$ cat config.mk
export PLATFORM = sky130hd
export DESIGN_NAME = rspe_frame_fifo
export DESIGN_NICKNAME = d
export VERILOG_FILES = /design/src/hdl/rspe_frame_fifo.sv
export SDC_FILE = /design/constraint.sdc
export NUM_CORES = 1
export LEC_CHECK = 0
export BUFFER_PORTS_ARGS = -buffer_cell sky130_fd_sc_hd__buf_2
export CAP_MARGIN = 20
export CORE_ASPECT_RATIO = 1.25
export CORE_MARGIN = 5
export CORE_UTILIZATION = 44
export DETAILED_ROUTE_END_ITERATION = 6
export HOLD_SLACK_MARGIN = 0.1
export PLACE_DENSITY = 0.69
export SLEW_MARGIN = 30
export SYNTH_ARGS = -nofsm -noshare
export SYNTH_HDL_FRONTEND = slang
export SYNTH_SLANG_ARGS = --single-unit
$ cat constraint.sdc
create_clock -name clk -period 4.4 [get_ports clk]
set_input_delay 1.32 -clock clk [delete_from_list [all_inputs] [get_ports clk]]
set_output_delay 1.32 -clock clk [all_outputs]
set_load 0.05 [all_outputs]
$ cat src/hdl/rspe_frame_fifo.sv
// Short queue of finished parity frames between the remainder chain and the emitter.
module rspe_frame_fifo #(
	parameter int WIDTH = 8,
	parameter int DEPTH = 2
) (
	input  logic             clk,
	input  logic             arst_n,
	input  logic             wr_en,
	input  logic [WIDTH-1:0] wr_data,
	input  logic             rd_en,
	output logic [WIDTH-1:0] rd_data,
	output logic             valid,
	output logic             full
);
	localparam int AW = (DEPTH > 1) ? $clog2(DEPTH) : 1;
	localparam int CW = $clog2(DEPTH + 1);

	logic [DEPTH-1:0][WIDTH-1:0] mem_q;
	logic [AW-1:0]               wr_ptr_q;
	logic [AW-1:0]               rd_ptr_q;
	logic [CW-1:0]               count_q;
	logic                        do_wr;
	logic                        do_rd;

	assign valid = (count_q != '0);
	assign full  = (count_q == CW'(DEPTH));
	assign do_wr = wr_en && !full;
	assign do_rd = rd_en && valid;

	assign rd_data = mem_q[rd_ptr_q];

	always_ff @(posedge clk) begin
		if (do_wr) begin
			mem_q[wr_ptr_q] <= wr_data;
		end
	end

	always_ff @(posedge clk or negedge arst_n) begin
		if (!arst_n) begin
			wr_ptr_q <= '0;
			rd_ptr_q <= '0;
			count_q  <= '0;
		end else begin
			if (do_wr) begin
				wr_ptr_q <= (wr_ptr_q == AW'(DEPTH - 1)) ? '0 : wr_ptr_q + AW'(1);
			end
			if (do_rd) begin
				rd_ptr_q <= (rd_ptr_q == AW'(DEPTH - 1)) ? '0 : rd_ptr_q + AW'(1);
			end
			unique case ({do_wr, do_rd})
				2'b10:   count_q <= count_q + CW'(1);
				2'b01:   count_q <= count_q - CW'(1);
				default: count_q <= count_q;
			endcase
		end
	end

endmodule

Word-level counts from Yosys, hierarchy flattened

Cells that the tools add are included.

Register bits: 20
Bits of input ports: 12

Add/subtract/negate cells: 4
Magnitude comparators: 3
Eq/ne operators: 3
Muxes and demuxes: 8
Reduce and logical (&&, ||, !) cells: 6

Operators by type and width:

| cell                                                                         | count |
|---|---|
| 8-bit 2-to-1 mux                                                             | 3 |
| 16-bit bitwise mux                                                           | 1 |
| 8-bit demux with 1-bit select                                                | 1 |
| 2-bit == test, second input constant                                         | 2 |
| 1-bit by 2-bit less-than comparator with 1-bit output, second input constant | 2 |
| 2-bit case mux with 2 select lines                                           | 1 |
| 2-bit nonzero test                                                           | 2 |
| 1-bit logical AND                                                            | 3 |
| 1-bit adder, second input constant                                           | 2 |
| 2-bit by 1-bit adder with 2-bit output, second input constant                | 1 |
| 2-bit by 1-bit == test with 1-bit output, second input constant              | 1 |
| 1-bit 2-to-1 mux                                                             | 2 |
| 2-bit by 1-bit subtractor with 2-bit output, second input constant           | 1 |
| 1-bit greater-or-equal comparator, second input constant                     | 1 |
| 1-bit zero test                                                              | 1 |

Logic depth before layout (Yosys ltp)

Depth in word-level cells: 5
Mapped depth: 6
Gate-level depth less buffers: 6

Worst setup path before layout

Ideal clock, no wire load.

Path type: reg-to-output
From: register rd_ptr_q
To: output port rd_data[0]
Arrival: 957 ps
Setup slack: 2,123 ps
Cell stages (with the launch flop): 3
Path buffers: 1
Path through: dfrtp_1 -> buf_2 -> mux2_2

Word-level cells in the longest chain between the ends: 2

Ends and longest elaborated chain:

| item                                                 | line | RTL |
|---|---|---|
| from (decl)                                          | 20   | `logic [AW-1:0] rd_ptr_q;` |
| from (signal assigned)                               | 48   | `rd_ptr_q <= (rd_ptr_q == AW'(DEPTH - 1)) ? '0 : rd_ptr_q + AW'(1);` |
| 8-bit 2-to-1 mux (implied by the code) (2 in series) | 30   | `assign rd_data = mem_q[rd_ptr_q];` |
| to (decl)                                            | 11   | `output logic [WIDTH-1:0] rd_data,` |

No other way between the ends. The select of a mux whose other input is x is not followed.

Worst setup path after layout

From: register rd_ptr_q
To: output port rd_data[5]

Same word-level chain as after synthesis.

==> flow_summary.yaml <==
status:
  status: "finished clean"
sta:
  post-route-period-util_pct: 63.1
  finalMaxSlewViolations: 0
  rsz0062_at_grt: "false"
  setup_tns_ns: 0
  clock.fmax_mhz: 360
  worstMarginPinSlew_ns: 0.694
  final.min_clock_period_ns: 2.78
  setup-violations-final: 0
  skew_ns: 0.000930
  relSlewSlack_pct: 53.6
  hold_viol_final: 0
pwr:
  ir_worst_vdd_mv: 0.501
  cellPowerDensity_nw_per_um2: 766
  internal_power_uw: 402
  power_frac_comb_pct: 46.1
  switching_share_pct: 43.3
  clockPowerShare_pct: 11.4
  power_uw: 709
  p_switching_uw: 307
  power.share.sequential_pct: 42.5
  p_leak_nw: 0.377
detailed_routing:
  drc: 0
  wl_per_cell_um: 13.5
  routed_wl_um: 1160
  vias: 419
  first_iter_violations: 11
  vias_per_cell: 4.87
  drt-pass1-iter-count: 4
  final_antenna_net_count: 0
global_routing:
  antenna_found_initial: 0
  grt_usage_pct: 10.4
  overflow: 0
  grt_pass1_vias: 462
  grt_pass1_wl_um: 2000
  grt_max_degree: 12
die:
  die_h_um: 56.9
  initial_core_util_pct: 45.0
  die-area_um2: 2700
  ios: 22
  die_x_um: 47.5
  coreArea_um2: 1720
  fp-row-count: 17
worst_setup_path:
  arrival_ns: 1.46
  r2r-end: "mem_q[3]"
  r2r_start: "count_q[0]"
  cp_data_required_time_ns: 3.08
  r2r_cells: 3
  criticalPathCategory: "reg2out"
  worst-r2r-setup-slack_ns: 2.78
  start_kind: "flip-flop"
  path_max_fanout: 9
  end_kind: "primary output"
finish:
  nets: 81
  num-fill-cells: 150
  drive_above_1_share_pct: 49.3
  n_antenna_cell: 0
  final_common_cell: "buf_2"
  final_cell_mix: "21 x buf_2, 16 x edfxtp_1, 8 x mux2_2"
  syn_to_final_growth_pct: 19.4
yosys:
  yosysWarnings: 0
  seq_area_frac_synth_pct: 75.0
  synth_nets: 56
  avgSynthCellArea_um2: 18.0
  synth_area_um2: 774
  yosys_register_bits: 20
  synthCells: 43
  ys_types: 14
job:
  cap_violations: 0
cts:
  clock_tree.buffer_depth: 2
  clock_sinks: 20
  cts.clk_slew.worst_paths_ns: 0.10
  cts_tree: "done"
  root_buffer: "clkbuf_4"
  clk_latency_ns: 0.28
  post_cts_buffers: 0
  cts_resized: 0
  h-tree-depth: 1
  hold_buffers: 0
  numCtsBuffers: 3
placement:
  dp_hpwl_um: 940
  gp_congestion: 0.583
  io_buffers: 21
hold_path:
  hp-start: "count_q[1]"
  hold_end: "count_q[1]"
  hp-class: "reg2reg"
  hold_depth: 1
[metrics by stage]
stage	setup WS, ns	area [um^2]	instances	util, %	hold WS [ns]
global placement	1.94	898	82	52.1	0.476
global route	1.54	925	86	53.7	0.538
floorplan	2.12	774	43	-	0.456
detailed placement	1.93	898	82	52.1	0.488
CTS	1.60	925	86	53.7	0.507
finish	1.62	925	86	53.7	0.498
[final cells by class]
type | instances | area [um^2] | share of cell area (%)
Multi-Input combinational cell | 21 | 185 | 20.0
Sequential cell | 20 | 581 | 62.8
Clock buffer | 3 | 22.5 | 2.44
Tap cell | 19 | 23.8 | 2.57
Inverter | 1 | 3.75 | 0.406
Clock inverter | 1 | 3.75 | 0.406
Timing Repair Buffer | 21 | 105 | 11.4
[flip-flops by register name, summed over array words and instances (netlist names)]
| name | cells |
|---|---|
| mem_q | 16 |
| count_q | 2 |
| rd_ptr_q | 1 |
| wr_ptr_q | 1 |
[worst max-delay path by stage]
stage                             to  slack, ns     start
final                     rd_data[5]       1.62  rd_ptr_q
after global routing      rd_data[2]       1.54  rd_ptr_q
after CTS                 rd_data[5]       1.60  rd_ptr_q
after detailed placement  rd_data[5]       1.93  rd_ptr_q
after global placement    rd_data[5]       1.94  rd_ptr_q
after floorplan           rd_data[0]       2.12  rd_ptr_q
[worst max-delay path: stages (launching register included)]
cell     delay, ns
dfrtp_1       0.57
mux2_2        0.39
buf_2         0.21
[power by group through the flow]
stage / logic, mW / registers [mW] / clock network [mW]
finish: 0.327 / 0.301 / 0.0807
CTS: 0.331 / 0.303 / 0.0838
global route: 0.348 / 0.309 / 0.0920
floorplan: 0.286 / 0.284 / 0
global placement: 0.328 / 0.304 / 0
detailed placement: 0.332 / 0.306 / 0
[logic make-up (layout without fill, tap and decap cells)]
family	Yosys count	in the layout	synth area share (%)
fa+ha+maj	1	1	1.62
mux	8	8	11.6
flops	20	20	75.0
xor+xnor	5	5	5.66
simple gates	7	7	5.01
buf+inv	2	26	1.13
[per-layer routing]
layer / routed length (um) / vias up / GRT usage, %
li1: - / 201 / -
met1: 448 / 204 / 11.9
met2: 644 / 12 / 17.8
met3: 55 / 2 / 3.85
met4: 12 / 0 / 2.37
met5: 0 / - / 0
[cells in the mapped netlist]
cell	instances	area, um^2
and3_1	1	6.26
ha_1	1	12.5
nand2b_1	1	6.26
xnor2_1	3	26.3
nor2_1	2	7.51
and2_4	1	8.76
dfrtp_1	4	100
mux2_2	8	90.1
edfxtp_1	16	480
buf_2	1	5.00
inv_1	1	3.75
xor2_1	2	17.5
or2_1	1	6.26
nand2_1	1	3.75
No activity file was read; power rests on OpenSTA's default activity.
