File: src/hdl/rspe_pkg.sv
// Shared types, constants and GF(256) arithmetic for the Reed-Solomon parity encoder.
package rspe_pkg;

	localparam int MAX_EC_DEFAULT = 32;
	localparam logic [5:0] NUM_EC_RESET = 6'd10;
	localparam logic [8:0] GF_POLY = 9'h11D;

	typedef struct packed {
		logic [7:0] data_byte;
		logic       last_data;
	} msg_item_t;

	typedef struct packed {
		logic [7:0] parity_byte;
		logic       last_parity;
	} par_item_t;

	// multiply by alpha, reducing by the field polynomial
	function automatic logic [7:0] gf_xtime(input logic [7:0] a);
		logic [8:0] w;
		w = {a, 1'b0};
		if (w[8]) begin
			w = w ^ GF_POLY;
		end
		return w[7:0];
	endfunction

	// shift-and-add multiply in GF(256)
	function automatic logic [7:0] gf_mul(input logic [7:0] a, input logic [7:0] b);
		logic [7:0] acc;
		logic [7:0] x;
		acc = 8'h00;
		x = a;
		for (int i = 0; i < 8; i++) begin
			if (b[i]) begin
				acc = acc ^ x;
			end
			x = gf_xtime(x);
		end
		return acc;
	endfunction

endpackage

File: src/hdl/rspe_genbuild.sv
// Generator polynomial rebuild sequencer: one root factor per cycle.
module rspe_genbuild #(
	parameter int MAX_EC = rspe_pkg::MAX_EC_DEFAULT,
	parameter int NW = $clog2(MAX_EC + 1)
) (
	input  logic                       clk,
	input  logic                       arst_n,
	input  logic                       start,
	input  logic [NW-1:0]              n_eff,
	output logic                       busy,
	output logic [MAX_EC-1:0][7:0]     taps
);
	import rspe_pkg::*;

	// b_q[k] holds the coefficient of x^(n-k); b[0] is the monic 1 and is not stored
	logic [MAX_EC:1][7:0] b_q;
	logic [MAX_EC:1][7:0] b_nxt;
	logic [7:0]           root_q;
	logic [7:0]           root;
	logic [NW-1:0]        iter_q;
	logic                 busy_q;
	logic                 first;

	assign first = (iter_q == '0);
	assign root  = first ? 8'h01 : root_q;

	// multiply the reversed polynomial by (1 + root*x)
	always_comb begin
		logic [7:0] prev;
		logic [7:0] cur;
		for (int k = 1; k <= MAX_EC; k++) begin
			if (k == 1) begin
				prev = 8'h01;
			end else begin
				prev = first ? 8'h00 : b_q[k-1];
			end
			cur = first ? 8'h00 : b_q[k];
			b_nxt[k] = cur ^ gf_mul(root, prev);
		end
	end

	always_ff @(posedge clk or negedge arst_n) begin
		if (!arst_n) begin
			busy_q <= 1'b1;
			iter_q <= '0;
		end else if (start) begin
			busy_q <= 1'b1;
			iter_q <= '0;
		end else if (busy_q) begin
			if (iter_q == n_eff - NW'(1)) begin
				busy_q <= 1'b0;
				iter_q <= '0;
			end else begin
				iter_q <= iter_q + NW'(1);
			end
		end
	end

	always_ff @(posedge clk) begin
		if (busy_q && !start) begin
			b_q    <= b_nxt;
			root_q <= gf_xtime(root);
		end
	end

	assign busy = busy_q;

	always_comb begin
		for (int j = 0; j < MAX_EC; j++) begin
			taps[j] = b_q[j+1];
		end
	end

endmodule

File: config.mk
export PLATFORM = sky130hd
export DESIGN_NAME = rspe_genbuild
export DESIGN_NICKNAME = d
export VERILOG_FILES = /design/src/hdl/rspe_pkg.sv /design/src/hdl/rspe_genbuild.sv
export SDC_FILE = /design/constraint.sdc
export NUM_CORES = 2
export LEC_CHECK = 0
export BUFFER_PORTS_ARGS = -buffer_cell sky130_fd_sc_hd__buf_2
export CAP_MARGIN = 5
export CORE_MARGIN = 2
export CORE_UTILIZATION = 40
export CTS_BUF_LIST = sky130_fd_sc_hd__clkbuf_4
export CTS_CLUSTER_SIZE = 25
export DETAILED_ROUTE_END_ITERATION = 10
export GPL_TIMING_DRIVEN = 0
export REMOVE_ABC_BUFFERS = 1
export SYNTH_ARGS = -nofsm -noshare
export SYNTH_HDL_FRONTEND = slang
export SYNTH_SLANG_ARGS = --single-unit
File: constraint.sdc
create_clock -name clk -period 19.9 [get_ports clk]
set_input_delay 1.99 -clock clk [delete_from_list [all_inputs] [get_ports clk]]
set_output_delay 1.99 -clock clk [all_outputs]
set_load 0.005 [all_outputs]
**Word level (Yosys, flattened, before mapping)**

Cells that the tools add are included.

- Register bits after elaboration: 271
- Bits of input ports: 9
- Output and inout port bits: 257
- Word-level logic and storage cells: 592

- Add/subtract/negate cells: 2
- Equal/unequal tests: 1
- Mux-type cells: 294
- Bitwise operators: 256
- Reductions and logical operators: 4

Operators by type and width:

| cell | number |
|---|---|
| $mux 8 | 281 |
| $xor 8x8->8 | 249 |
| $mux 5 | 7 |
| $not 4->4 | 7 |
| $mux 6 | 3 |
| $add 6x1->6 const B | 1 |
| $eq 6x6->1 | 1 |
| $logic_not 6->1 | 1 |
| $sub 6x1->6 const B | 1 |
| $mux 1 | 3 |
| $reduce_bool 2->1 | 1 |
| $logic_and 1x1->1 | 1 |
| $logic_not 1->1 | 1 |

**Logic depth before layout (Yosys ltp)**

- Word-level depth: 19
- Mapped depth: 11
- Mapped depth without buffers: 8

**Least setup slack after synthesis**

OpenSTA, ideal clock, no wires.

- Kind: in2reg
- From: input start
- To: register root_q[0], enable pin
- Library setup time: 0.922 ns
- Arrival: 13.704 ns
- Data required time: 18.978 ns
- Slack: 5.273 ns
- Stages on the path: 2
- Path buffers: 1
- Path through: buf_1 -> nor2b_1

- Longest elaborated chain between the ends: 2

Ends and longest elaborated chain:

| item | line | source |
|---|---|---|
| from (decl) | rspe_genbuild.sv:8 | `input logic start,` |
| $logic_not 1->1 | rspe_genbuild.sv:60 | `if (busy_q && !start) begin` |
| $logic_and 1x1->1 | rspe_genbuild.sv:60 |  |
| to (signal assigned) | rspe_genbuild.sv:62 | `root_q <= gf_xtime(root);` |
| to (decl) | rspe_genbuild.sv:18 | `logic [7:0] root_q;` |

No other way between the ends.
A chain may end at the register's enable or synchronous reset.

==> flow_summary.ini <==
[timing]
worst_slack_ns = 15.43
holdWs_ns = 0.611
timing.slew.headroom = 0.137
min_period_over_period = 0.225
tns_ns = 0
tightest_slew_ns = 1.28
fmax_ghz = 0.224
fin_skew_ns = 0.0685
setup-violations-final = 0
maxSlewViolCount = 0
min_period_ns = 4.47
hold_viol_final = 0
rsz0062_at_grt = false

[critical_path]
endpoint = taps[140]
required_ns = 20.67
r2r_cells = 14
rr_startpoint = root_q[7]
crit_fanout = 27
critPathLaunch = root_q[7]
reg2reg_to = taps[140]
crit_arrival_ns = 5.24
worstSetupStartpointType = register
worstSetupPathType = register to register
endpoint_kind = register
r2r_setup_slack_ns = 15.43

[synth]
ys_warn_count = 0
synth.most_common_cell = nand2_1
synth_area_sq_um = 40100
synth_edf_count = 264
ys_ff_latch = 271
postSynthCellCount = 5095
synth_top_area_frac = 0.243
synth_top_cell_by_area = xnor2_1
synth_area_leaders = xnor2_1 (24%), edfxtp_1 (20%), nand2_1 (17%)
synth_area_per_cell_sq_um = 7.87
synthArstFlopShare = 0.0258
ys.flop_type = edfxtp_1
ys_seq_area_frac = 0.202
ys_types = 58
ys_top_cells_by_count = nand2_1 (1827), xnor2_1 (1112), nor2_1 (301), xor2_1 (283), edfxtp_1 (264)

[place]
dp_hpwl_mm = 95.7
post_dp_cell_area_sq_um = 44400
dpl.cell_count = 6322
portBuffers = 265
pre_cts_ws_ns = 15.47
gp_congestion = 0.787

[global_route]
overflow = 0
grt_pass1_wl_mm = 217
antenna_found_initial = 3
grt_pass1_vias = 33800
track_usage = 0.274
grt_max_degree = 50

[power_and_ir_drop]
intPower_mw = 6.38
ir_worst_vdd_uv = 93.6
p_leak_nw = 19.4
power_frac_seq = 0.203
p_comb_frac = 0.738
switchingPower_mw = 4.94
p_sw_frac = 0.437
pwr-share-clk = 0.059
power_density_nw_per_um2 = 248
finalPower_mw = 11.3

[run]
drv_cap = 0

[floorplanning]
die_x_um = 321
die_area_sq_um = 103000
core_area_sq_um = 99700
ios = 266
die_h_um = 321
initial_core_util = 0.402
row_count = 116

[run_status]
status = completed

[clocking]
path_clk_slew_ns = 0.06
cts_tree = yes
cts-resized-gates = 0
clk_path_buf_depth = 3
ctsHoldBuffers = 0
root_buffer = clkbuf_4
post_cts_buffers = 0
cts_htree_levels = 3
worst_skew_pair.late_latency_ns = 0.98
numCtsBuffers = 96
cts_sinks = 271

[route]
drtPass1Iterations = 5
drc = 0
postRouteAntennaNets = 0
dr.first_iter.drc_count = 3356
via_per_inst = 5.44
drt-total-wl_mm = 143
vias = 35300
wl_per_cell_um = 22.1

[layout]
fin_util = 0.457
finalNonFillerCells = 6484
area_delta_synth_final_pct = 13.7
final_cell_area_sq_um = 45600
fillers = 9608
finalNetCount = 5135
drive_gt1_frac = 0.128

[hold_path]
hold_class = register to register
worstHoldStart = busy
-- kinds of logic (layout without fill, tap and decap cells) --
kind of cell / count (synthesis) / count (layout) / synth area share
xor gates and xnor gates: 1661 / 1661 / 0.454
other: 0 / 3 / 0
muxes: 35 / 35 / 0.00921
buffers and inverters: 542 / 630 / 0.0582
and+or+nand+nor: 2300 / 2300 / 0.227
DFF: 271 / 271 / 0.202
AOI/OAI and AO/OA: 282 / 282 / 0.0485
adders and majority gates: 4 / 4 / 0.00125
-- worst max-delay path: stages (launching register included) --
cell and delay, ns:
edfxtp_1 0.83, buf_16 0.25, buf_16 0.17, xor2_4 0.61, buf_16 0.25, buf_12 0.22
buf_12 0.22, buf_16 0.20, xnor2_2 0.11, buf_8 0.19, buf_8 0.16, mux2_2 0.27
a221oi_2 0.26, xnor3_1 0.43, nor2_1 0.10
-- state kept, by name (all words and copies together), names as in the netlist --
signal  cells
busy        1
iter_q      6
root_q      8
taps      256
-- cell type report --
cell class                 instances  area (sq um)  share of cell area
multi-input combinational       4282         29800               0.654
sequential                       271          8100               0.178
timing repair buffer             441          4780               0.105
tap                             1298          1620              0.0356
clock buffer                     147          1100              0.0242
inverter                          30           113             0.00247
clock inverter                    12          71.3             0.00156
antenna                            3          7.51            0.000165
-- power groups by stage --
stage               Combinational, mW  Sequential (mW)  Clock [mW]
floorplan                        6.69             1.91           0
global placement                 8.04             2.50           0
detailed placement               8.33             2.29           0
CTS                              8.36             2.28       0.684
global route                     9.07             2.36       0.708
finish                           8.36             2.30       0.667
-- layer usage --
layer,track usage,vias up,wire length (um)
met5,0,-,0
met4,0.102,0,5170
met3,0.0536,325,13200
met2,0.441,1620,65300
met1,0.363,17300,59500
li1,-,16100,-
-- worst min path at each step --
stage                end  slack [ns]  cells after the start
global route        busy        0.64                      1
CTS                 busy        0.61                      1
global placement    busy        0.59                      1
detailed placement  busy        0.60                      1
finish              busy        0.61                      1
floorplan           busy        0.57                      1
-- cells in the final DEF, fill, tap and decap left out, drive strengths merged, types with 6 or more instances in the layout --
cell type and count:
nor2b 14, a21oi 88, and3b 6, o21ai 28, a211oi 39, mux2i 20, and2 22, a311oi 15
nor2 301, a211o 10, a22oi 10, dfrtp 6, nand3b 13, o221ai 7, or2 13, edfxtp 264
mux2 15, a31oi 6, nor3 18, clkinv 10, nand2b 23, xor3 7, nand3 25, o211a 28
and3 8, o22ai 6, nor3b 16, xnor2 1119, clkbuf 147, nand2 1827, xnor3 246, a21o 12
buf 441, inv 31, o211ai 16, xor2 289, or3b 9, a21boi 7
Power figures use the tool's default switching activity.
