===== src/hdl/rspe_pkg.sv =====
// Shared types, constants and GF(256) arithmetic for the Reed-Solomon parity encoder.
package rspe_pkg;

	localparam int MAX_EC_DEFAULT = 32;
	localparam logic [5:0] NUM_EC_RESET = 6'd10;
	localparam logic [8:0] GF_POLY = 9'h11D;

	typedef struct packed {
		logic [7:0] data_byte;
		logic       last_data;
	} msg_item_t;

	typedef struct packed {
		logic [7:0] parity_byte;
		logic       last_parity;
	} par_item_t;

	// multiply by alpha, reducing by the field polynomial
	function automatic logic [7:0] gf_xtime(input logic [7:0] a);
		logic [8:0] w;
		w = {a, 1'b0};
		if (w[8]) begin
			w = w ^ GF_POLY;
		end
		return w[7:0];
	endfunction

	// shift-and-add multiply in GF(256)
	function automatic logic [7:0] gf_mul(input logic [7:0] a, input logic [7:0] b);
		logic [7:0] acc;
		logic [7:0] x;
		acc = 8'h00;
		x = a;
		for (int i = 0; i < 8; i++) begin
			if (b[i]) begin
				acc = acc ^ x;
			end
			x = gf_xtime(x);
		end
		return acc;
	endfunction

endpackage


===== src/hdl/rspe_emit.sv =====
// Back end: shifts one parity frame out a byte per transaction, highest degree first.
module rspe_emit #(
	parameter int MAX_EC = rspe_pkg::MAX_EC_DEFAULT,
	parameter int NW = $clog2(MAX_EC + 1)
) (
	input  logic                   clk,
	input  logic                   arst_n,
	input  logic                   frame_valid,
	input  logic [MAX_EC-1:0][7:0] frame,
	output logic                   frame_pop,
	input  logic [NW-1:0]          n_eff,
	input  logic                   pop,
	output logic                   empty,
	output rspe_pkg::par_item_t    codeword
);
	import rspe_pkg::*;

	logic [MAX_EC-1:0][7:0] sh_q;
	logic [NW-1:0]          cnt_q;
	logic                   active_q;
	logic                   take;
	logic                   final_byte;
	logic                   load;

	assign final_byte = (cnt_q == NW'(1));
	assign take       = pop && active_q;
	// next frame loads straight behind the final byte of the current one
	assign load       = frame_valid && (!active_q || (take && final_byte));
	assign frame_pop  = load;

	always_ff @(posedge clk or negedge arst_n) begin
		if (!arst_n) begin
			active_q <= 1'b0;
			cnt_q    <= '0;
		end else if (load) begin
			active_q <= 1'b1;
			cnt_q    <= n_eff;
		end else if (take) begin
			cnt_q <= cnt_q - NW'(1);
			if (final_byte) begin
				active_q <= 1'b0;
			end
		end
	end

	always_ff @(posedge clk) begin
		if (load) begin
			sh_q <= frame;
		end else if (take) begin
			for (int j = 0; j < MAX_EC; j++) begin
				sh_q[j] <= (j + 1 < MAX_EC) ? sh_q[j+1] : 8'h00;
			end
		end
	end

	assign empty                = !active_q;
	assign codeword.parity_byte = sh_q[0];
	assign codeword.last_parity = final_byte;

endmodule


===== config.mk =====
export PLATFORM = sky130hd
export DESIGN_NAME = rspe_emit
export DESIGN_NICKNAME = d
export VERILOG_FILES = /design/src/hdl/rspe_pkg.sv /design/src/hdl/rspe_emit.sv
export SDC_FILE = /design/constraint.sdc
export NUM_CORES = 1
export LEC_CHECK = 0
export ABC_CLOCK_PERIOD_IN_PS = 3900
export BUFFER_PORTS_ARGS = -buffer_cell sky130_fd_sc_hd__buf_2
export CAP_MARGIN = 20
export CORE_MARGIN = 3
export CORE_UTILIZATION = 48
export CTS_BUF_LIST = sky130_fd_sc_hd__clkbuf_8 sky130_fd_sc_hd__clkbuf_16
export CTS_CLUSTER_SIZE = 20
export DETAILED_ROUTE_END_ITERATION = 10
export PLACE_DENSITY = 0.76
export SETUP_SLACK_MARGIN = 0.3
export SLEW_MARGIN = 20
export SYNTH_ARGS = -nofsm -noshare
export SYNTH_HDL_FRONTEND = slang
export SYNTH_SLANG_ARGS = --single-unit

===== constraint.sdc =====
create_clock -name clk -period 3.9 [get_ports clk]
set_clock_uncertainty 0.1 [all_clocks]
set_input_delay 0.39 -clock clk [delete_from_list [all_inputs] [get_ports clk]]
set_output_delay 0.39 -clock clk [all_outputs]
set_load 0.01 [all_outputs]

After elaboration in Yosys (flattened, before gate mapping)
Index checks and enable logic that the tools add are counted.
Storage, ports and cells
  input port bits: 266
  output and inout bits: 11
  register bits: 263
  logic and storage cells: 51
Operators by class
  add/sub/neg operators: 1
  reductions and logical operators: 8
  eq/ne operators: 1
  mux-type cells: 7
Operators by type and width (count)
  2-to-1 mux 256 bit: 2
  2-to-1 mux 6 bit: 2
  == test 6 x 1 -> 1 bit, second input constant: 1
  subtractor 6 x 1 -> 6 bit, second input constant: 1
  nonzero test 2 bit: 2
  logical AND 1 bit: 3
  2-to-1 mux 1 bit: 3
  AND reduction 2 bit: 1
  logical NOT 1 bit: 1
  logical OR 1 bit: 1

Depth between registers and ports, before layout
Gate-level depths: netlist of run 1.
  depth after elaboration: 6
  depth in mapped cells: 9
  gate-level depth less buffers: 7

Worst setup path after synthesis of run 1
Ideal clock, no wire load.
  kind: register to register
  from: reg active_q
  to: reg cnt_q[3]
  stages on the path, launching flop included: 6
  slack: -0.399 ns
  setup time: 0.120 ns
  clock period less this slack: 4.299 ns
  required time: 3.680 ns
  arrival: 4.079 ns
  buffers on the path: 0
  cell sequence: dfrtp_1 nor2b_1 a21oi_1 inv_2 a311oi_1 a21o_1
Between the ends
  cells in the longest elaborated chain, start to end: 5
  elaborated cells on any way between the ends: 7
  classes of those cells: mux (1); reduce/logical (6)
Ends and longest elaborated chain
  start: declaration: line rspe_emit.sv:20  | logic active_q;
  start signal: assignment: line rspe_emit.sv:33  | active_q <= 1'b0;
  start signal: assignment: line rspe_emit.sv:36  | active_q <= 1'b1;
  start signal: assignment: line rspe_emit.sv:41  | active_q <= 1'b0;
  logical AND 1 bit: line rspe_emit.sv:26  | assign take = pop && active_q;
  logical AND 1 bit: line rspe_emit.sv:28  | assign load = frame_valid && (!active_q || (take && final_byte));
  logical OR 1 bit: line rspe_emit.sv:28
  logical AND 1 bit: line rspe_emit.sv:28
  2-to-1 mux 6 bit / nonzero test 2 bit (equally long branches)
  end signal: assignment: line rspe_emit.sv:37  | cnt_q <= n_eff;
  end signal: assignment: line rspe_emit.sv:39  | cnt_q <= cnt_q - NW'(1);
  end: declaration: line rspe_emit.sv:19  | logic [NW-1:0] cnt_q;
Several ways; a longest one is shown, not always the timed one.
A chain may end at the register's enable or synchronous reset.

Worst setup path after layout of run 1
  from: reg cnt_q[1]
  to: out frame_pop
Between the ends
  cells in the longest elaborated chain, start to end: 4
Ends and longest elaborated chain
  == test 6 x 1 -> 1 bit: line rspe_emit.sv:25  | assign final_byte = (cnt_q == NW'(1));
  logical AND 1 bit: line rspe_emit.sv:28
  logical OR 1 bit: line rspe_emit.sv:28
  logical AND 1 bit: line rspe_emit.sv:28
  end: declaration: line rspe_emit.sv:10  | output logic frame_pop,
Every way passes these cells.

==> impl_metrics.ini, run 1 <==
[worst_setup_path]
cp-start-kind = flop
crit_fanout = 103
arrival_ns = 2.31
r2r_cells = 6
endpoint_kind = output pin
cp_data_required_time_ns = 3.41
path_class = reg2out

[drt]
dr.pass1.iters = 5
drc = 0
vias_per_cell = 4.83
drtAntennaViolNets = 0
wl_per_cell_um = 14.0
num_vias = 8244
first_iter_violations = 786
wirelength_um = 24000

[yosys]
synth.area.top_cells = edfxtp_1 (68%), nand2_1 (25%), buf_4 (1.9%)
syn_area_sq_um = 11400
synth_cells = 1120
postSynthAreaPerCell_sq_um = 10.1
synth.yosys.seq_area_share = 0.692
synth_warnings = 0
synth_edf_count = 256
syn_nets = 1388
synth_top_area_frac = 0.677
ys.flop_type = edfxtp_1
synth_top_area_cell = edfxtp_1
async_reset_ff_frac = 0.0266
synth_cell_types = 30
synth_seq_cells = 263

[placement]
place.gp.congestion = 0.779
dpl_cell_area_sq_um = 12900
hpwlAfterDp_um = 15100
portBuffers = 276

[layout]
final_area_sq_um = 13900
layout.nets = 1643
area_growth_pct = 22.1
drive_gt1_frac = 0.232
utilization = 0.605

[clocking]
hold_buffers = 9
clockBufferDepth = 3
clock_sinks = 263
h-tree-depth = 1
insertion_delay_ns = 0.52
cts_setup_buffers = 0
path_clk_slew_ns = 0.06
post_cts_resized = 0
cts_tree = done
numCtsBuffers = 27
root_buffer = clkbuf_16

[outcome]
status = complete, no violations

[floorplan]
num_rows = 55
die_area_sq_um = 25500
die_x_um = 160
coreArea_sq_um = 22900
io_pins = 277
die_h_um = 160
start_util = 0.496

[global_route]
grt_max_degree = 257
grt_usage = 0.183
grt-ovfl-total = 0
grt_pass1_wl_um = 38900
grt_pass1_vias = 8113
grt_antenna_before_repair = 1

[hold_path]
hp-class = in2reg
whs_path_depth = 3

[sta]
relSlewSlack = 0.178
worstMarginPinSlew_ns = 1.23
period_needed_ns = 2.80
final.setup.tns_ns = 0
fmax_mhz = 357
slew_viol_final = 0
rsz0062_at_grt = no
fin_crit_sh = 0.718
hold_viol_final = 0
setup_violations = 0

[power]
p_leak_nw = 6.45
powerDensity_nw_per_um2 = 490
ir_worst_vdd_mv = 0.428

[flow_run]
drv_cap = 0
## registers in the layout, indices dropped and copies added (netlist names)
signal and count:
sh_q 248, codeword 8, active_q 1, cnt_q 6
## metal layers
metal  GRT usage  wire length, um  up-vias
met4      0.0489              575        0
met1       0.248            10100     3793
met3      0.0342             1620       40
met2       0.307            11700      280
li1            -                -     4131
met5           0                0        -
## placed cells by master (no fill, tap or decap), drive strengths merged, types with 2 or more instances in the layout
| cell type | n |
|---|---|
| nor2 | 5 |
| clkbuf | 27 |
| clkinvlp | 2 |
| dfrtp | 7 |
| clkinv | 6 |
| a21oi | 3 |
| nand3 | 2 |
| nand2 | 747 |
| bufinv | 5 |
| a41oi | 2 |
| inv | 13 |
| dlygate4sd3 | 9 |
| ha | 2 |
| a311oi | 3 |
| and2 | 9 |
| buf | 282 |
| edfxtp | 256 |
| nor3 | 2 |
## cells in the mapped netlist (2+ instances only)
master / count
nand3_1: 2
buf_2: 31
inv_2: 2
a21oi_1: 3
ha_1: 2
edfxtp_1: 256
nand2_1: 747
nor2_1: 5
a311oi_1: 3
dfrtp_1: 7
inv_1: 3
clkbuf_1: 4
nor3_1: 2
and2_1: 9
buf_4: 29
## layout make-up
class / count / area, sq um
antenna: 1 / 2.50
clock buffer: 27 / 676
clock inverter: 21 / 224
fill: 1919 / 9040
inverter: 5 / 38.8
multi-input combinational: 787 / 3100
sequential: 263 / 7860
tap: 313 / 392
timing repair buffer: 291 / 1580
## stage by stage
stage	hold WS (ns)	setup WS, ns	total power [W]	instances
6_report	0.0232	1.10	0.00679	1708
5_1_grt	0.00731	0.965	0.00708	1708
4_1_cts	0.000694	1.04	0.00686	1707
3_5_place_dp	0.133	1.31	0.00423	1650
3_3_place_gp	0.135	1.34	0.00421	1650
2_1_floorplan	-0.00559	0.805	0.00397	1120
## worst paths after layout
| kind | start | end | slack [ns] |
|---|---|---|---|
| setup / recovery | cnt_q[1] | frame_pop | 1.10 |
| max in group asynchronous | arst_n | active_q | 3.41 |
| min in group asynchronous | arst_n | cnt_q[3] | 0.12 |
| setup reg to reg | cnt_q[0] | cnt_q[1] | 1.14 |
| hold reg to reg | sh_q[76] | sh_q[68] | 0.41 |
| hold / removal | frame[141] | sh_q[141] | 0.02 |
## critical path: stages, from the launching register on
cell and delay, ns:
dfrtp_1 0.39, inv_1 0.10, ha_1 0.14, nor3b_2 0.25
a41oi_4 0.22, inv_8 0.44, buf_2 0.23
## cells by family after synthesis
kind of cell | synth area share
buf+inv | 0.0361
flops | 0.692
mux | 0.000881
fa+ha+maj | 0.00220
compound gates | 0.00914
simple gates | 0.259
## power breakdown
| part | internal (W) | total [W] | switching, W |
|---|---|---|---|
| Combinational | 0.000265 | 0.000621 | 0.000356 |
| Clock | 0.00158 | 0.00262 | 0.00104 |
| Sequential | 0.00346 | 0.00356 | 0.0000968 |
| Total | 0.00531 | 0.00679 | 0.00149 |
No activity file was read; power rests on OpenSTA's default activity.
==> run 2, diff against run 1 <==
Settings changed: ABC_AREA from default to 1, ABC_CLOCK_PERIOD_IN_PS 3900 to 2600, CORE_UTILIZATION 48 to 54, PLACE_DENSITY 0.76 to 0.8.
Clock period 3.9 ns to 2.6 ns, I/O delays scaled along.
==> run 2 against run 1 <==
Synthesized area rose by 1.5%. Power up 92%. Clock-buffer cell count up 2. Sequential power grew 76%. Wire length up 52%. Final cell count increased by 15%.
==> impl_metrics.ini, run 2 <==
[hold_path]
min_to = cnt_q[1]
whs_path_depth = 5
hp-class = in2reg
min_from = pop

[layout]
area_growth_pct = 44.3
fin_cells = 1972
fill_cells = 1067
drive_gt1_frac = 0.203
final_cell_mix = nand2_1 (768), buf_2 (276), dlygate4sd3_1 (265)
final_common_cell = nand2_1
final_area_sq_um = 16600
largest_register_ffs = 248
layout.nets = 1945
top_register = sh_q

[clocking]
path_clk_slew_ns = 0.06
clockBufferDepth = 3
insertion_delay_ns = 0.53
root_buffer = clkbuf_16
clock_sinks = 263
numCtsBuffers = 28
h-tree-depth = 1
cts_tree = done

[yosys]
synth_warnings = 0
synth_seq_cells = 263
syn_nets = 1422
synth.yosys.seq_area_share = 0.682
synth_cells = 1154
ys.flop_type = edfxtp_1
synth_commonest_cells = nand2_1 (768), edfxtp_1 (256), buf_2 (29)
synth.area.top_cells = edfxtp_1 (67%), nand2_1 (25%), buf_6 (2.1%)
synth_most_common_cell = nand2_1
postSynthAreaPerCell_sq_um = 9.99
async_reset_ff_frac = 0.0266
synth_top_area_cell = edfxtp_1
synth_edf_count = 256
synth_cell_types = 20
synth_top_area_frac = 0.667
syn_area_sq_um = 11500

[drt]
vias_per_cell = 5.26
drc = 0
dr.pass1.iters = 6
num_vias = 10371
wl_per_cell_um = 18.4
wirelength_um = 36400
first_iter_violations = 848
drtAntennaViolNets = 0

[placement]
portBuffers = 276
place.gp.congestion = 0.863
pre_cts_slack_ns = 0.281
dpl_cell_area_sq_um = 12900
dp.cells = 1648
hpwlAfterDp_um = 16900

[worst_setup_path]
reg2reg_from = cnt_q[0]
cp_data_required_time_ns = 2.24
rrSetupSlack_ns = 0.42
path_class = reg2out
arrival_ns = 1.87
cp-start-kind = flop
crit_fanout = 15
endpoint_kind = output pin
r2r_end = sh_q[148]
r2r_cells = 7

[power]
powerDensity_nw_per_um2 = 786
p_leak_nw = 7.73
ir_worst_vdd_mv = 0.938

[sta]
fin_crit_sh = 0.859
fin_ws_ns = 0.366
setup_violations = 0
period_needed_ns = 2.23
final.setup.tns_ns = 0
worstMarginPinSlew_ns = 0.569
fmax_mhz = 448
relSlewSlack = 0.621
slew_viol_final = 0
hold_viol_final = 0
rsz0062_at_grt = no
whs_ns = 0.214

[flow_run]
drv_cap = 0

[floorplan]
die_x_um = 152
io_pins = 277
coreArea_sq_um = 20600
die_h_um = 152
start_util = 0.559
num_rows = 52
die_area_sq_um = 23100

[global_route]
grt_usage = 0.301
grt_pass1_vias = 10993
grt-ovfl-total = 0
grt_pass1_wl_um = 55900
grt_antenna_before_repair = 4
grt_max_degree = 134

[outcome]
status = complete, no violations
==> run 2: routing by layer <==
layer,global-route usage,up-vias,part of all wire
li1,-,4740,-
met1,0.341,4775,0.34
met2,0.539,683,0.52
met3,0.0555,173,0.079
met4,0.165,0,0.058
met5,0,-,0
==> run 2: logic make-up after synthesis <==
| family | Yosys count | synth area share |
|---|---|---|
| AO/OA/AOI/OAI | 2 | 0.00109 |
| XOR/XNOR | 3 | 0.00228 |
| adder cells (fa/ha/maj) | 2 | 0.00217 |
| buffers and inverters | 87 | 0.0500 |
| flip-flops | 263 | 0.682 |
| AND/OR/NAND/NOR | 797 | 0.262 |
==> run 2: final cells by class <==
type / count / area, sq um / share of cell area
clock inverter: 22 / 240 / 0.0144
timing repair inverter: 1 / 11.3 / 0.000677
inverter: 21 / 105 / 0.00632
antenna: 4 / 10.0 / 0.000602
clock buffer: 29 / 726 / 0.0436
multi-input combinational: 804 / 3120 / 0.187
timing repair buffer: 558 / 4230 / 0.254
tap: 270 / 338 / 0.0203
sequential: 263 / 7860 / 0.473
==> run 2: worst max-delay path: stages, from the launching register on <==
cell and delay (ns):
dfrtp_1 0.43, ha_1 0.24, nand4_1 0.16, nand2_4 0.11, nand2_8 0.16, clkinv_16 0.09
buf_2 0.15
==> run 2: through the flow <==
stage	total power (W)	util
global route	0.0136	0.807
CTS	0.0128	0.804
detailed placement	0.00835	0.628
global placement	0.00823	0.628
floorplan	0.00779	-
finish	0.0131	0.807
==> run 2: how the worst max path moves through the flow <==
| stage | endpoint | from | slack [ns] |
|---|---|---|---|
| 2_1_floorplan | cnt_q[0] | active_q | -3.09 |
| 3_3_place_gp | sh_q[59] | cnt_q[1] | 0.34 |
| 3_5_place_dp | sh_q[24] | cnt_q[1] | 0.28 |
| 4_1_cts | frame_pop | cnt_q[1] | 0.32 |
| 5_1_grt | frame_pop | cnt_q[1] | 0.28 |
| 6_report | frame_pop | cnt_q[0] | 0.37 |
==> run 2: repair_timing <==
| action | 4_1_cts | 5_1_grt |
|---|---|---|
| endpoints found under the setup margin | 17 | 20 |
| buffers inserted | 0 | 3 |
| hold buffers | 265 | 0 |
| endpoints found under the hold margin | 270 | 0 |
| gates cloned | 0 | 1 |
| pin swaps | 0 | 3 |
| resized for setup | 3 | 4 |
==> run 2: where the power goes <==
group / total, W / internal (W) / leakage, nW / switching [W]
Sequential: 0.00628 / 0.00592 / 2.60 / 0.000363
Clock: 0.00423 / 0.00252 / 0.465 / 0.00171
Combinational: 0.00257 / 0.00106 / 4.67 / 0.00151
==> run 3, diff against run 2 <==
Settings changed: ABC_CLOCK_PERIOD_IN_PS 2600 to 2700, CORE_UTILIZATION 54 to 55, PLACE_DENSITY 0.8 to 0.82.
Clock period 2.6 ns to 2.7 ns, I/O delays scaled along.
==> run 3 against run 2 <==
Clock-buffer cell count decreased by 2. Non-clock buffer count grew 1. Sequential power fell by 3.7%. Clock power shrank 12%. Combinational power hardly changed. Final cell count hardly changed. Sequential share of layout area up 0.19 points. Critical endpoint unchanged.
==> impl_metrics.ini, run 3 (synthesized netlist as in run 2, its figures left out) <==
[layout]
final_cell_mix = nand2_1 (768), buf_2 (276), dlygate4sd3_1 (261)
final_common_cell = nand2_1
multi_input_area_sq_um = 3130
largest_register_ffs = 248
seq_area_sq_um = 7860
top_register = sh_q
utilization = 0.811
fill_cells = 1065
drive_gt1_frac = 0.200
layout.nets = 1946
area_growth_pct = 43.8

[power]
p_leak_nw = 7.73
fin_total_pwr_w = 0.0123
powerDensity_nw_per_um2 = 743
ir_worst_vdd_mv = 0.588

[worst_setup_path]
critical-path-top-delay-family = simple AND/OR/NAND/NOR gates
critPathBufInv = 3
worstPathCellList = inv_1, ha_1, nand4_1, nand2_4, nand2_8, clkinv_16, buf_2
arrival_ns = 1.93
r2r_cells = 7
path_class = reg2out
reg2reg_from = cnt_q[0]
timing.critical_path.slowest_stage_cell = dfrtp_1
cp_data_required_time_ns = 2.33
r2r_end = sh_q[13]
cp-start-kind = flop
endpoint_kind = output pin
slowest_delay_ns = 0.40
rrSetupSlack_ns = 0.46
crit_fanout = 23

[global_route]
grt_pass1_wl_um = 56400
grt_usage = 0.325
grt_pass1_vias = 11030
grt-ovfl-total = 0
grt_antenna_before_repair = 3
grt_max_degree = 92

[sta]
fmax_mhz = 434
worstMarginPinSlew_ns = 0.604
hold_viol_final = 0
period_needed_ns = 2.30
slew_viol_final = 0
relSlewSlack = 0.597
setup_violations = 0
rsz0062_at_grt = no
fin_crit_sh = 0.853

[placement]
portBuffers = 276
place.gp.congestion = 0.797
hpwlAfterDp_um = 17000

[hold_path]
hp-class = in2reg
whs_path_depth = 5
min_to = cnt_q[4]
min_from = n_eff[4]

[clocking]
clockBufferDepth = 3
h-tree-depth = 1
numCtsBuffers = 27
insertion_delay_ns = 0.53
clock_sinks = 263
root_buffer = clkbuf_16
path_clk_slew_ns = 0.06
cts_tree = done

[floorplan]
die_x_um = 151
num_rows = 52
die_area_sq_um = 22700
coreArea_sq_um = 20400
die_h_um = 151
start_util = 0.564
io_pins = 277

[drt]
drc = 0
drtAntennaViolNets = 0
met1_length_um = 12500
vias_per_cell = 5.27
dr.pass1.iters = 8
dr_wl_met3_um = 3220
wirelength_um = 37300
wl_per_cell_um = 18.9
first_iter_violations = 819
dr_wl_met2_um = 19400
num_vias = 10390
dr.max_layer_used = met5

[outcome]
status = complete, no violations

[flow_run]
drv_cap = 0
-- run 3: changes by cell type in the layout (fill, tap and decap cells not counted), sizes merged, moves of 2 or more --
cell,change
inv,+6
buf,+5
clkinvlp,-4
dlygate4sd3,-4
clkbuf,-2
-- run 3: worst min-delay path: stages --
cell and delay [ns]:
buf_2 0.08, inv_1 0.04, nand3_1 0.08, nand3_1 0.08
nand2_1 0.06
-- run 3: metal layers --
metal	track usage	up-vias
met5	0	-
met4	0.173	2
met3	0.0653	174
met2	0.581	643
met1	0.365	4835
li1	-	4736
-- run 3: worst max-delay path by stage --
| stage | startpoint | endpoint | slack [ns] | cells after the start |
|---|---|---|---|---|
| 3_5_place_dp | cnt_q[1] | sh_q[223] | 0.42 | 9 |
| 2_1_floorplan | active_q | cnt_q[0] | -2.99 | 4 |
| 6_report | cnt_q[1] | frame_pop | 0.40 | 7 |
| 5_1_grt | cnt_q[1] | frame_pop | 0.31 | 7 |
| 4_1_cts | cnt_q[1] | frame_pop | 0.31 | 7 |
| 3_3_place_gp | cnt_q[1] | sh_q[121] | 0.54 | 9 |
-- run 3: timing repair --
item	in CTS	in global routing
setup endpoints to repair	1	6
gates cloned	1	1
buffers inserted	0	4
resized for setup	4	1
pin swaps	0	1
endpoints found under the hold margin	267	0
hold buffers	261	0
-- run 3: layout make-up --
| type | count | area share |
|---|---|---|
| Multi-Input combinational cell | 805 | 0.189 |
| Antenna cell | 5 | 0.000755 |
| Clock buffer | 27 | 0.0408 |
| Inverter | 21 | 0.00634 |
| Clock inverter | 22 | 0.0116 |
| Timing Repair Buffer | 559 | 0.256 |
| Sequential cell | 263 | 0.475 |
| Tap cell | 270 | 0.0204 |
| Timing Repair inverter | 1 | 0.000529 |
-- run 3: through the flow --
| step | setup WS [ns] | hold WS [ns] | setup TNS, ns | cell area [sq um] | instances |
|---|---|---|---|---|---|
| floorplan | -2.99 | -0.126 | -655.59 | 11500 | 1154 |
| global placement | 0.539 | 0.0139 | 0 | 13000 | 1652 |
| detailed placement | 0.422 | 0.0114 | 0 | 13000 | 1652 |
| CTS | 0.309 | 0.000833 | 0 | 16500 | 1963 |
| global route | 0.308 | 0.00606 | 0 | 16600 | 1970 |
| finish | 0.396 | 0.0126 | 0 | 16600 | 1973 |
-- run 3: report_power, final --
part	total, W	internal [W]	switching, W
clock	0.00373	0.00218	0.00155
sequential	0.00605	0.00570	0.000352
combinational	0.00254	0.00103	0.00151
